## config.mk

```make
export PLATFORM = sky130hd
export DESIGN_NAME = first_fit_range_allocator_core
export DESIGN_NICKNAME = d
export VERILOG_FILES = /design/src/design/rngalloc_pkg.sv /design/src/design/first_fit_range_allocator_core.sv /design/src/design/rngalloc_table_ram.sv
export SDC_FILE = /design/constraint.sdc
export NUM_CORES = 2
export LEC_CHECK = 0
export ABC_AREA = 1
export CORE_MARGIN = 1
export CORE_UTILIZATION = 44
export CTS_BUF_LIST = sky130_fd_sc_hd__clkbuf_4 sky130_fd_sc_hd__clkbuf_8
export DETAILED_ROUTE_END_ITERATION = 10
export DONT_BUFFER_PORTS = 1
export PLACE_DENSITY = 0.6
export SYNTH_ARGS = -nofsm -noshare
export SYNTH_HDL_FRONTEND = slang
export SYNTH_SLANG_ARGS = --single-unit
```

## constraint.sdc

```tcl
create_clock -name clk -period 5.7 [get_ports clk]
set_clock_uncertainty 0.2 [all_clocks]
set_input_delay 0.57 -clock clk [delete_from_list [all_inputs] [get_ports clk]]
set_output_delay 0.57 -clock clk [all_outputs]
set_load 0.03 [all_outputs]
```

## src/design/rngalloc_pkg.sv

```systemverilog
// Shared types and codes for the first-fit range allocator.
// Depends on nothing; imported by the table memory and the top level.
package rngalloc_pkg;

  localparam int StartW = 12;
  localparam int LenW   = 13;

  localparam logic FUNC_ALLOC = 1'b0;
  localparam logic FUNC_FREE  = 1'b1;

  localparam logic [1:0] ST_OK         = 2'd0;
  localparam logic [1:0] ST_ALLOC_FAIL = 2'd1;
  localparam logic [1:0] ST_TABLE_FULL = 2'd2;

  typedef struct packed {
    logic              func;
    logic [StartW-1:0] first_slot;
    logic [LenW-1:0]   slot_count;
  } alloc_req_t;

  typedef struct packed {
    logic [StartW-1:0] granted_start;
    logic [LenW-1:0]   granted_count;
    logic [1:0]        status;
  } alloc_rsp_t;

  typedef struct packed {
    logic [StartW-1:0] start;
    logic [LenW-1:0]   len;
  } range_entry_t;

endpackage

```

## src/design/first_fit_range_allocator_core.sv

```systemverilog
// Top level of the first-fit slot range allocator with coalescing on free.
// Depends on rngalloc_pkg and instantiates rngalloc_table_ram.

// The block keeps the free slots of a pool as a table of ranges sorted by
// start slot, held in a single-port-write, registered-read memory. Requests
// are handled one at a time. An allocate reads the table from entry 0, one
// entry per cycle, until a range of at least the requested count turns up;
// it takes the slots from that range's front and, when the range empties,
// shifts the later entries down by one. A free scans for its position in
// start order, merges with the range before it, the range after it, or
// both, and otherwise shifts the later entries up to open a slot, or
// reports the table full when no slot is left. A shift touches only the
// entries from the one where the scan stopped to the end of the table. A
// result that still waits in the output register holds the next request
// in its response state until it is taken. Exactly one result transfer
// follows each input transfer. After reset, and after every write of the
// pool size register, the block writes the single full range into the
// table in its INIT state and stalls input while it does so. A pool size
// above POOL_SIZE is clipped to POOL_SIZE, and a pool size of zero leaves
// the table empty.
module first_fit_range_allocator_core
  import rngalloc_pkg::*;
#(
  parameter int POOL_SIZE  = 4096,
  parameter int MAX_RANGES = 64
) (
  input  logic            clk,
  input  logic            rst_n,
  input  logic            in_valid,
  output logic            in_stall,
  input  alloc_req_t      in_data,
  output logic            out_valid,
  input  logic            out_stall,
  output alloc_rsp_t      out_data,
  input  logic            cfg_valid,
  output logic            cfg_ready,
  input  logic [LenW-1:0] cfg_data
);

  // Index width addresses the table; count width also holds MAX_RANGES.
  localparam int IW = $clog2(MAX_RANGES);
  localparam int CW = $clog2(MAX_RANGES + 1);
  localparam logic [CW-1:0] MaxCnt = CW'(MAX_RANGES);

  localparam int PoolCapInt = (POOL_SIZE < 8191) ? POOL_SIZE : 8191;
  localparam int PoolRstInt = (POOL_SIZE < 4096) ? POOL_SIZE : 4096;
  localparam logic [LenW-1:0] PoolCap = LenW'(PoolCapInt);
  localparam logic [LenW-1:0] PoolRst = LenW'(PoolRstInt);

  typedef enum logic [7:0] {
    S_INIT  = 8'b0000_0001,
    S_IDLE  = 8'b0000_0010,
    S_SCAN  = 8'b0000_0100,
    S_AUPD  = 8'b0000_1000,
    S_FDEC  = 8'b0001_0000,
    S_FMRG  = 8'b0010_0000,
    S_SHIFT = 8'b0100_0000,
    S_RESP  = 8'b1000_0000
  } state_t;

  function automatic logic [LenW-1:0] sat_len(input logic [LenW:0] v);
    return v[LenW] ? {LenW{1'b1}} : v[LenW-1:0];
  endfunction

  state_t          state_r, state_nxt;
  logic [LenW-1:0] pool_r, pool_nxt;
  logic [CW-1:0]   n_r, n_nxt;        // ranges in use
  logic [CW-1:0]   k_r, k_nxt;        // next read address of a scan or shift
  logic [CW-1:0]   rem_r, rem_nxt;    // entries still to be read by a shift
  logic [CW-1:0]   pos_r, pos_nxt;    // entry found by the scan
  logic            pend_r, pend_nxt;  // a read issued last cycle is returning
  logic [IW-1:0]   pidx_r, pidx_nxt;  // address of the returning read
  logic            up_r, up_nxt;      // shift direction: up to insert
  logic            prev_v_r, prev_v_nxt;
  logic            cur_v_r, cur_v_nxt;
  range_entry_t    prev_r, prev_nxt;
  range_entry_t    cur_r, cur_nxt;
  logic [LenW-1:0] nl_r, nl_nxt;      // length after merging with the range before
  alloc_req_t      req_r, req_nxt;
  alloc_rsp_t      res_r, res_nxt;
  logic            out_valid_r, out_valid_nxt;
  alloc_rsp_t      out_data_r, out_data_nxt;

  logic            rd_en;
  logic [IW-1:0]   rd_addr;
  range_entry_t    rd_data;
  logic            wr_en;
  logic [IW-1:0]   wr_addr;
  range_entry_t    wr_data;

  rngalloc_table_ram #(
    .DEPTH (MAX_RANGES)
  ) u_table (
    .clk     (clk),
    .rd_en   (rd_en),
    .rd_addr (rd_addr),
    .rd_data (rd_data),
    .wr_en   (wr_en),
    .wr_addr (wr_addr),
    .wr_data (wr_data)
  );

  // Input is taken only in IDLE; a configuration write at the same edge wins.
  assign in_stall  = (state_r != S_IDLE) || cfg_valid;
  assign cfg_ready = (state_r == S_IDLE);
  assign out_valid = out_valid_r;
  assign out_data  = out_data_r;

  // Arithmetic on the request and on the ranges next to the free position.
  logic [LenW:0] in_end, req_end, prev_end, merged_end, sum_prev, sum_cur, sum_nl;
  logic          scan_hit;

  assign in_end     = {2'b00, in_data.first_slot} + {1'b0, in_data.slot_count};
  assign req_end    = {2'b00, req_r.first_slot} + {1'b0, req_r.slot_count};
  assign prev_end   = {2'b00, prev_r.start} + {1'b0, prev_r.len};
  assign merged_end = {2'b00, prev_r.start} + {1'b0, nl_r};
  assign sum_prev   = {1'b0, prev_r.len} + {1'b0, req_r.slot_count};
  assign sum_cur    = {1'b0, cur_r.len} + {1'b0, req_r.slot_count};
  assign sum_nl     = {1'b0, nl_r} + {1'b0, cur_r.len};

  // An allocate stops on the first range long enough; a free stops on the
  // first range that starts at or after the freed start.
  assign scan_hit = pend_r &&
                    ((req_r.func == FUNC_ALLOC) ? (rd_data.len >= req_r.slot_count)
                                                : (rd_data.start >= req_r.first_slot));

  always_comb begin
    state_nxt     = state_r;
    pool_nxt      = pool_r;
    n_nxt         = n_r;
    k_nxt         = k_r;
    rem_nxt       = rem_r;
    pos_nxt       = pos_r;
    pend_nxt      = 1'b0;
    pidx_nxt      = pidx_r;
    up_nxt        = up_r;
    prev_v_nxt    = prev_v_r;
    cur_v_nxt     = cur_v_r;
    prev_nxt      = prev_r;
    cur_nxt       = cur_r;
    nl_nxt        = nl_r;
    req_nxt       = req_r;
    res_nxt       = res_r;
    out_valid_nxt = out_valid_r;
    out_data_nxt  = out_data_r;
    rd_en         = 1'b0;
    rd_addr       = k_r[IW-1:0];
    wr_en         = 1'b0;
    wr_addr       = '0;
    wr_data       = rd_data;

    // The output register frees itself whenever its transfer completes.
    if (out_valid_r && !out_stall) begin
      out_valid_nxt = 1'b0;
    end

    case (state_r)
      S_INIT: begin
        wr_en         = 1'b1;
        wr_addr       = '0;
        wr_data.start = '0;
        wr_data.len   = pool_r;
        n_nxt         = (pool_r != '0) ? CW'(1) : '0;
        state_nxt     = S_IDLE;
      end

      S_IDLE: begin
        if (cfg_valid) begin
          pool_nxt  = (cfg_data > PoolCap) ? PoolCap : cfg_data;
          state_nxt = S_INIT;
        end else if (in_valid) begin
          req_nxt    = in_data;
          k_nxt      = '0;
          prev_v_nxt = 1'b0;
          cur_v_nxt  = 1'b0;
          res_nxt.granted_start = '0;
          res_nxt.granted_count = '0;
          if (in_data.func == FUNC_ALLOC) begin
            res_nxt.status = ST_ALLOC_FAIL;
            if (in_data.slot_count == '0 || in_data.slot_count > pool_r) begin
              state_nxt = S_RESP;
            end else begin
              state_nxt = S_SCAN;
            end
          end else begin
            res_nxt.status = ST_OK;
            // A free of nothing, or one reaching past the pool, is dropped.
            if (in_data.slot_count == '0 || in_end > {1'b0, pool_r}) begin
              state_nxt = S_RESP;
            end else begin
              state_nxt = S_SCAN;
            end
          end
        end
      end

      S_SCAN: begin
        if (pend_r && !scan_hit) begin
          prev_nxt   = rd_data;
          prev_v_nxt = 1'b1;
        end
        if (scan_hit) begin
          cur_nxt   = rd_data;
          cur_v_nxt = 1'b1;
          pos_nxt   = CW'(pidx_r);
          state_nxt = (req_r.func == FUNC_ALLOC) ? S_AUPD : S_FDEC;
        end else if (!pend_r && k_r == n_r) begin
          // Whole table seen: allocate fails, free goes after the last range.
          pos_nxt   = n_r;
          state_nxt = (req_r.func == FUNC_ALLOC) ? S_RESP : S_FDEC;
        end else if (k_r != n_r) begin
          rd_en    = 1'b1;
          rd_addr  = k_r[IW-1:0];
          pend_nxt = 1'b1;
          pidx_nxt = k_r[IW-1:0];
          k_nxt    = k_r + 1'b1;
        end
      end

      S_AUPD: begin
        res_nxt.granted_start = cur_r.start;
        res_nxt.granted_count = req_r.slot_count;
        res_nxt.status        = ST_OK;
        if (cur_r.len != req_r.slot_count) begin
          wr_en         = 1'b1;
          wr_addr       = pos_r[IW-1:0];
          wr_data.start = cur_r.start + req_r.slot_count[StartW-1:0];
          wr_data.len   = cur_r.len - req_r.slot_count;
          state_nxt     = S_RESP;
        end else begin
          // The range is used up: pull the later entries down over it.
          up_nxt    = 1'b0;
          rem_nxt   = n_r - pos_r - 1'b1;
          k_nxt     = pos_r + 1'b1;
          state_nxt = S_SHIFT;
        end
      end

      S_FDEC: begin
        if (prev_v_r && prev_end == {2'b00, req_r.first_slot}) begin
          nl_nxt    = sat_len(sum_prev);
          state_nxt = S_FMRG;
        end else if (cur_v_r && {2'b00, cur_r.start} == req_end) begin
          wr_en         = 1'b1;
          wr_addr       = pos_r[IW-1:0];
          wr_data.start = req_r.first_slot;
          wr_data.len   = sat_len(sum_cur);
          state_nxt     = S_RESP;
        end else if (n_r >= MaxCnt) begin
          res_nxt.status = ST_TABLE_FULL;
          state_nxt      = S_RESP;
        end else begin
          // New range of its own: open a slot at the free position.
          up_nxt    = 1'b1;
          rem_nxt   = n_r - pos_r;
          k_nxt     = n_r - 1'b1;
          state_nxt = S_SHIFT;
        end
      end

      S_FMRG: begin
        wr_en         = 1'b1;
        wr_addr       = IW'(pos_r - 1'b1);
        wr_data.start = prev_r.start;
        if (cur_v_r && {2'b00, cur_r.start} == merged_end) begin
          // The freed range bridges two ranges: fold the later one in too.
          wr_data.len = sat_len(sum_nl);
          up_nxt      = 1'b0;
          rem_nxt     = n_r - pos_r - 1'b1;
          k_nxt       = pos_r + 1'b1;
          state_nxt   = S_SHIFT;
        end else begin
          wr_data.len = nl_r;
          state_nxt   = S_RESP;
        end
      end

      S_SHIFT: begin
        // Reads and writes run one entry apart, so they never meet.
        if (pend_r) begin
          wr_en   = 1'b1;
          wr_addr = up_r ? IW'(pidx_r + 1'b1) : IW'(pidx_r - 1'b1);
          wr_data = rd_data;
        end
        if (rem_r != '0) begin
          rd_en    = 1'b1;
          rd_addr  = k_r[IW-1:0];
          pend_nxt = 1'b1;
          pidx_nxt = k_r[IW-1:0];
          rem_nxt  = rem_r - 1'b1;
          k_nxt    = up_r ? (k_r - 1'b1) : (k_r + 1'b1);
        end else if (!pend_r) begin
          if (up_r) begin
            wr_en         = 1'b1;
            wr_addr       = pos_r[IW-1:0];
            wr_data.start = req_r.first_slot;
            wr_data.len   = req_r.slot_count;
            n_nxt         = n_r + 1'b1;
          end else begin
            n_nxt = n_r - 1'b1;
          end
          state_nxt = S_RESP;
        end
      end

      S_RESP: begin
        if (!out_valid_r || !out_stall) begin
          out_valid_nxt = 1'b1;
          out_data_nxt  = res_r;
          state_nxt     = S_IDLE;
        end
      end

      default: begin
        state_nxt = S_INIT;
      end
    endcase
  end

  always_ff @(posedge clk) begin
    if (!rst_n) begin
      state_r     <= S_INIT;
      pool_r      <= PoolRst;
      n_r         <= '0;
      pend_r      <= 1'b0;
      out_valid_r <= 1'b0;
    end else begin
      state_r     <= state_nxt;
      pool_r      <= pool_nxt;
      n_r         <= n_nxt;
      pend_r      <= pend_nxt;
      out_valid_r <= out_valid_nxt;
    end
  end

  always_ff @(posedge clk) begin
    k_r        <= k_nxt;
    rem_r      <= rem_nxt;
    pos_r      <= pos_nxt;
    pidx_r     <= pidx_nxt;
    up_r       <= up_nxt;
    prev_v_r   <= prev_v_nxt;
    cur_v_r    <= cur_v_nxt;
    prev_r     <= prev_nxt;
    cur_r      <= cur_nxt;
    nl_r       <= nl_nxt;
    req_r      <= req_nxt;
    res_r      <= res_nxt;
    out_data_r <= out_data_nxt;
  end

endmodule

```

## src/design/rngalloc_table_ram.sv

```systemverilog
// Free-range table storage: one write port and one registered read port.
// Depends on rngalloc_pkg for the table entry type.
module rngalloc_table_ram
  import rngalloc_pkg::*;
#(
  parameter int DEPTH = 64
) (
  input  logic                     clk,
  input  logic                     rd_en,
  input  logic [$clog2(DEPTH)-1:0] rd_addr,
  output range_entry_t             rd_data,
  input  logic                     wr_en,
  input  logic [$clog2(DEPTH)-1:0] wr_addr,
  input  range_entry_t             wr_data
);

  range_entry_t mem [DEPTH];

  always_ff @(posedge clk) begin
    if (wr_en) begin
      mem[wr_addr] <= wr_data;
    end
    if (rd_en) begin
      rd_data <= mem[rd_addr];
    end
  end

endmodule
```

== Yosys cells after proc, flatten, opt, wreduce, memory -nomap -nowiden ==
Memory sizes are Yosys's and may differ from the RTL's. A register that Yosys moved wholly into a read port is not among the register bits.
Cells that the tools add are included.
Cells by class
  reduce and logical (&&, ||, !) cells: 45
  $add $sub $neg: 20
  eq/ne operators: 34
  $lt $le $gt $ge: 6
  bitwise operators: 1
  mux-type cells: 109
Operators by type and width (count)
  7-bit two-way mux: 22
  25-bit two-way mux: 6
  8-bit two-way mux: 16
  25-bit one-hot mux with 5 select lines: 1
  6-bit two-way mux: 13
  8-bit one-hot mux with 8 select lines: 1
  12-bit by 13-bit adder with 14-bit output: 4
  27-bit two-way mux: 2
  13-bit two-way mux: 4
  25-bit one-hot mux with 2 select lines: 1
  13-bit by 13-bit adder with 14-bit output: 3
  7-bit one-hot mux with 6 select lines: 1
  2-bit inequality test (second input constant): 17
  12-bit by 14-bit == test with 1-bit output: 2
  1-bit two-way mux: 28
  7-bit one-hot mux with 4 select lines: 1
  7-bit by 1-bit subtractor with 7-bit output (second input constant): 4
  6-bit one-hot mux with 4 select lines: 1
  7-bit by 1-bit adder with 7-bit output (second input constant): 3
  14-bit by 12-bit == test with 1-bit output: 1
  14-bit by 13-bit > comparator with 1-bit output: 1
  7-bit one-hot mux with 2 select lines: 1
  13-bit >= comparator: 1
  13-bit > comparator: 1
  47 further kinds: 80
Word-level totals
  memories: 1
  memory bits (writable): 1600
  input bits: 44
  word-level logic and storage cells: 243
  register bits: 203
Memories
  u_table.mem: words 64, bits a word 25, read ports 1, clocked after memory_dff 1, wr ports 1, RTL line rngalloc_table_ram.sv:17  | range_entry_t mem [DEPTH];

== Logic depth before layout (Yosys ltp) ==
  word-level depth: 8
  gate-level depth with buffers: 24

== Modules after synthesis ==
Synthesis repeated with hierarchy kept, for this count alone.
Unflattened totals
  cells, all modules: 7815
  area total of the unflattened synthesis: 83787.9 um^2
By module, submodules not included
  rngalloc_table_ram: times used 1, area each 65998.3 um^2, seq. area each 48796.8 um^2, cells each 5460
  first_fit_range_allocator_core: times used 1, area each 17789.6 um^2, seq. area each 5795.6 um^2, cells each 2355

== Worst setup path before layout ==
No wires, ideal clock.
  path kind: reg-to-reg
  start: reg req_r[0] in the netlist's numbering
  end: mem u_table.mem[0][13] in the netlist's numbering (data pin)
  arrival: 4375 ps
  cell stages (with the launch flop): 20
  setup slack: 537 ps
  cell sequence: edfxtp_1 ha_1 inv_1 fa_1 nand2_1 nand2_1 nor2_1 nand2_1 nor2_1 nand2_1 nor2_1 nand3_1 nor2_1 nand3b_1 nor2_2 nand2_1 buf_2 a21oi_1 o21ai_0 a31oi_1
RTL lines
  from (decl): RTL line first_fit_range_allocator_core.sv:79  | alloc_req_t req_r, req_nxt;
  from (signal assigned): RTL line first_fit_range_allocator_core.sv:347  | req_r <= req_nxt;
  to (decl): RTL line rngalloc_table_ram.sv:17

== Final worst setup path ==
  start: reg req_r[13] in the netlist's numbering
  end: mem u_table.mem[63][23] in the netlist's numbering, enable pin
Between the ends
  cells in the longest elaborated chain, start to end: 8
RTL lines
  12-bit by 13-bit adder with 14-bit output: RTL line first_fit_range_allocator_core.sv:114  | assign req_end = {2'b00, req_r.first_slot} + {1'b0, req_r.slot_count};
  12-bit by 14-bit == test with 1-bit output: RTL line first_fit_range_allocator_core.sv:243  | end else if (cur_v_r && {2'b00, cur_r.start} == req_end) begin
  1-bit logical AND: RTL line first_fit_range_allocator_core.sv:243
  1-bit two-way mux: RTL line first_fit_range_allocator_core.sv:243
  1-bit two-way mux: RTL line first_fit_range_allocator_core.sv:240  | if (prev_v_r && prev_end == {2'b00, req_r.first_slot}) begin
  1-bit one-hot mux with 4 select lines: RTL line first_fit_range_allocator_core.sv:157  | case (state_r)
  1-bit two-way mux: RTL line rngalloc_table_ram.sv:20  | if (wr_en) begin
  1-bit two-way mux (not written as such): RTL line rngalloc_table_ram.sv:21  | mem[wr_addr] <= wr_data;
Several ways; a longest one is shown, not always the timed one.

==> impl_metrics.yaml <==
cells_and_area:
  fillCellCount: 15599
  layout-drive-gt1-share_pct: 12.6
  fin_nets: 7105
  synthToLayoutAreaGrowth_pct: 13.6
synthesis:
  syn_area_mm2: 0.0798
  synth_cell_types: 65
  netlist_instances: 6634
  ys.warnings.count: 0
  synth-edff-count: 1798
  synth_area_per_cell_um2: 12.0
  synth_seq_cells: 1828
  ys_seq_area_share_pct: 68.4
  ys_async_sr_fraction_pct: 0
  synth_nets: 6867
  ys.flop_type: "edfxtp_1"
setup_path:
  worstSetupStartpoint: "req_r[13]"
  critPathSlowestCell: "nor2_1"
  r2r_setup_slack_ns: 0.45
  path_max_fanout: 25
  max_stage_delay_ns: 0.65
  cp-start-kind: "register"
  crit_path_cell_trace: "ha_1 -> inv_1 -> fa_1 -> inv_1 -> nand2_1 -> nand2_1 -> nand3_1 -> nand2_1 -> nand2_1 -> nand3_1 -> nand2_1 -> nor2_1 -> nand4_1 -> nor2_1 -> nand3_1 -> nand2_1 -> nand2_1 -> nand3_2 -> nand2_2 -> nor2_2 -> buf_4"
  critical_path_buf_inv_count: 3
  cp_common_cell: "nand2_1"
  reg2reg_from: "req_r[13]"
  critPathTopFamily: "simple AND/OR/NAND/NOR gates"
  critPathKind: "reg -> reg"
  cp_data_arrival_time_ns: 5.65
  rr_worst_depth: 21
  r2r_end: "u_table.mem[63][23]"
  critical_path.endpoint_type: "register"
  cp.required_ns: 6.10
global_route:
  grt_max_degree: 136
  grt-ovfl-total: 0
  grt_use_total_pct: 28.3
  grt_pass1_wl_um: 379000
  grt_pass1_vias: 54745
  antenna_found_initial: 8
routing:
  maxUsedRoutingLayer: "met5"
  wl_per_cell_um: 27.9
  drcViolationCount: 0
  wl_met1_um: 106000
  via_count: 57592
  wl_um: 264000
  avgViaCountPerCell: 6.10
  drtIter0Drc: 6842
  wl_met2_um: 122000
  dr.pass1.iters: 7
  wl_met3_um: 24000
  ant_nets: 0
clock_network:
  cts_root_buffer: "clkbuf_8"
  htree_levels: 5
  tritoncts: "done"
  clk_path_buf_depth: 4
  cts.sinks: 1828
  cts_resized: 0
  post-cts-setup-buffers: 0
  hold_buffers: 58
  clock_latency_ns: 1.04
  numCtsBuffers: 321
  path_clk_slew_ns: 0.07
timing:
  tightest_slew_ns: 1.21
  hold_violations: 0
  period_needed_ns: 5.25
  worst_slack_ns: 0.455
  final_max_slew_viol_count: 0
  setup_viol: 0
  timing.final.crit_share_pct: 92.0
  max_freq_mhz: 191
  grt_setup_unrepaired: "false"
  slew-limit-headroom_pct: 19.5
  setup_tns_ns: 0
power_and_ir_drop:
  clkPwrFrac_pct: 36.5
  p_sw_mw: 8.33
  p_per_area_mw_per_mm2: 345
  p_leak_nw: 30.9
  netSwitchingFraction_pct: 26.7
  power_frac_comb_pct: 12.4
  p_int_mw: 22.9
  ir_drop_uv: 270
  seqPwrFrac_pct: 51.1
floorplanning:
  dieWidth_um: 428
  core_mm2: 0.179
  start_util_pct: 44.5
  die_area_mm2: 0.183
  io_pins: 74
  num_rows: 155
  die_h_um: 428
placed_design:
  place_congestion: 0.951
  dp_worst_setup_slack_ns: 0.496
  hpwl_um: 162000
  io_buffers: 0
hold_path:
  hold_depth: 1
  hold_end: "req_r[9]"
  hp-class: "in -> reg"
  hold_start: "in_data[9]"
flow_run:
  maxCapViolations: 0
run_status:
  status: "finished clean"
cell usage after synthesis, drive strengths merged (6+ instances only):
library cell  instances  share of area [%]
o221ai               75               0.82
a21o                  7              0.066
a2111oi               6              0.066
ha                  178                2.8
inv                 325                1.5
o21ai               652                4.1
dfxtp                30               0.75
xor2                 64               0.70
o211ai               40               0.38
nor4                291                2.3
nand3b               11               0.12
o31ai                10              0.094
o2111ai              16               0.18
a21oi               236                1.5
o21bai                8              0.075
a31oi                23               0.18
fa                   11               0.28
a211oi               24               0.23
a22oi                 8              0.075
nor3                604                3.8
o22ai               190                1.5
clkbuf              357                1.7
edfxtp             1798                 68
xnor2                35               0.38
clkinv                6              0.028
or2                  21               0.16
nand4                35               0.31
buf                  44               0.22
nor2                681                3.2
nand3               274                1.8
o311ai                7              0.077
nand2               531                2.6
routing by layer:
layer / track usage, % / up-vias
li1: - / 25393
met5: 0 / -
met4: 12.6 / 6
met2: 44.4 / 2992
met3: 5.84 / 550
met1: 38.1 / 28651
area by class of cell:
type                       count  area, um2  area share [%]
multi-input combinational   4074      22800            25.2
antenna                        7       17.5          0.0193
inverter                     331       1270            1.40
sequential                  1828      54600            60.2
timing repair buffer         316       3170            3.49
tap                         2355       2950            3.25
clock buffer                 436       5330            5.87
clock inverter                94        512           0.564
cell families (layout without fill, tap and decap cells):
logic type                 count (synthesis)  in the layout  share of synthesized area [%]
and+or+nand+nor                         2454           2454                           14.3
DFF                                     1828           1828                           68.4
AOI/OAI and AO/OA                       1330           1330                           9.62
buffers and inverters                    732           1177                           3.46
adders and majority gates                189            189                           3.07
xor gates and xnor gates                  99             99                           1.09
muxes                                      2              2                         0.0251
other                                      0              7                              0
how the worst max path moves through the flow:
| stage | cells after the start | endpoint |
|---|---|---|
| after floorplan | 19 | u_table.mem[0][13] |
| after global placement | 21 | u_table.mem[63][2] |
| after detailed placement | 21 | u_table.mem[63][10] |
| after CTS | 21 | u_table.mem[63][8] |
| after global routing | 21 | u_table.mem[63][13] |
| final | 21 | u_table.mem[63][23] |
power by group through the flow:
stage / Clock, mW / Combinational, mW / Sequential, mW
final: 11.4 / 3.87 / 16.0
after global placement: 0 / 3.70 / 16.3
after CTS: 11.5 / 3.82 / 16.0
after detailed placement: 0 / 3.76 / 16.3
after floorplan: 0 / 1.75 / 16.3
after global routing: 12.1 / 4.05 / 16.0
through the flow:
step	total power [mW]	cell area, um2	hold WS, ns	utilization (%)	std cells
5_1_grt	32.1	90600	0.0386	50.6	9437
6_report	31.2	90700	0.0527	50.6	9441
2_1_floorplan	18.1	79800	0.200	-	6634
4_1_cts	31.3	90600	0.00315	50.6	9434
3_5_place_dp	20.0	84200	0.205	47.0	8846
3_3_place_gp	20.0	84200	0.201	47.0	8846
layout by cell type, fill, tap and decap left out, drive strengths merged, types with 8 or more instances in the layout:
master       count
edfxtp        1798
or2             21
inv            327
a211oi          24
o21bai           8
o21ai          652
o221ai          75
nand4           35
ha             178
o211ai          40
clkinv          89
buf            258
a31oi           23
clkbuf         436
o31ai           10
nand3b          11
nor2           681
a22oi            8
a21oi          236
xnor2           35
fa              11
nor3           604
o22ai          190
dlygate4sd3     58
nand3          274
nand2          531
dfxtp           30
xor2            64
o2111ai         16
nor4           291
sequential cells by signal (all words and copies together), names as in the netlist, 8 cells and up:
name and flops:
cur_r 25, out_data 27, res_r 27, state_r 8, pool_r 13, prev_r 25, u_table.mem 1600, nl_r 13
req_r 26, u_table.rd_data 25
(Power assumes the default switching activity.)
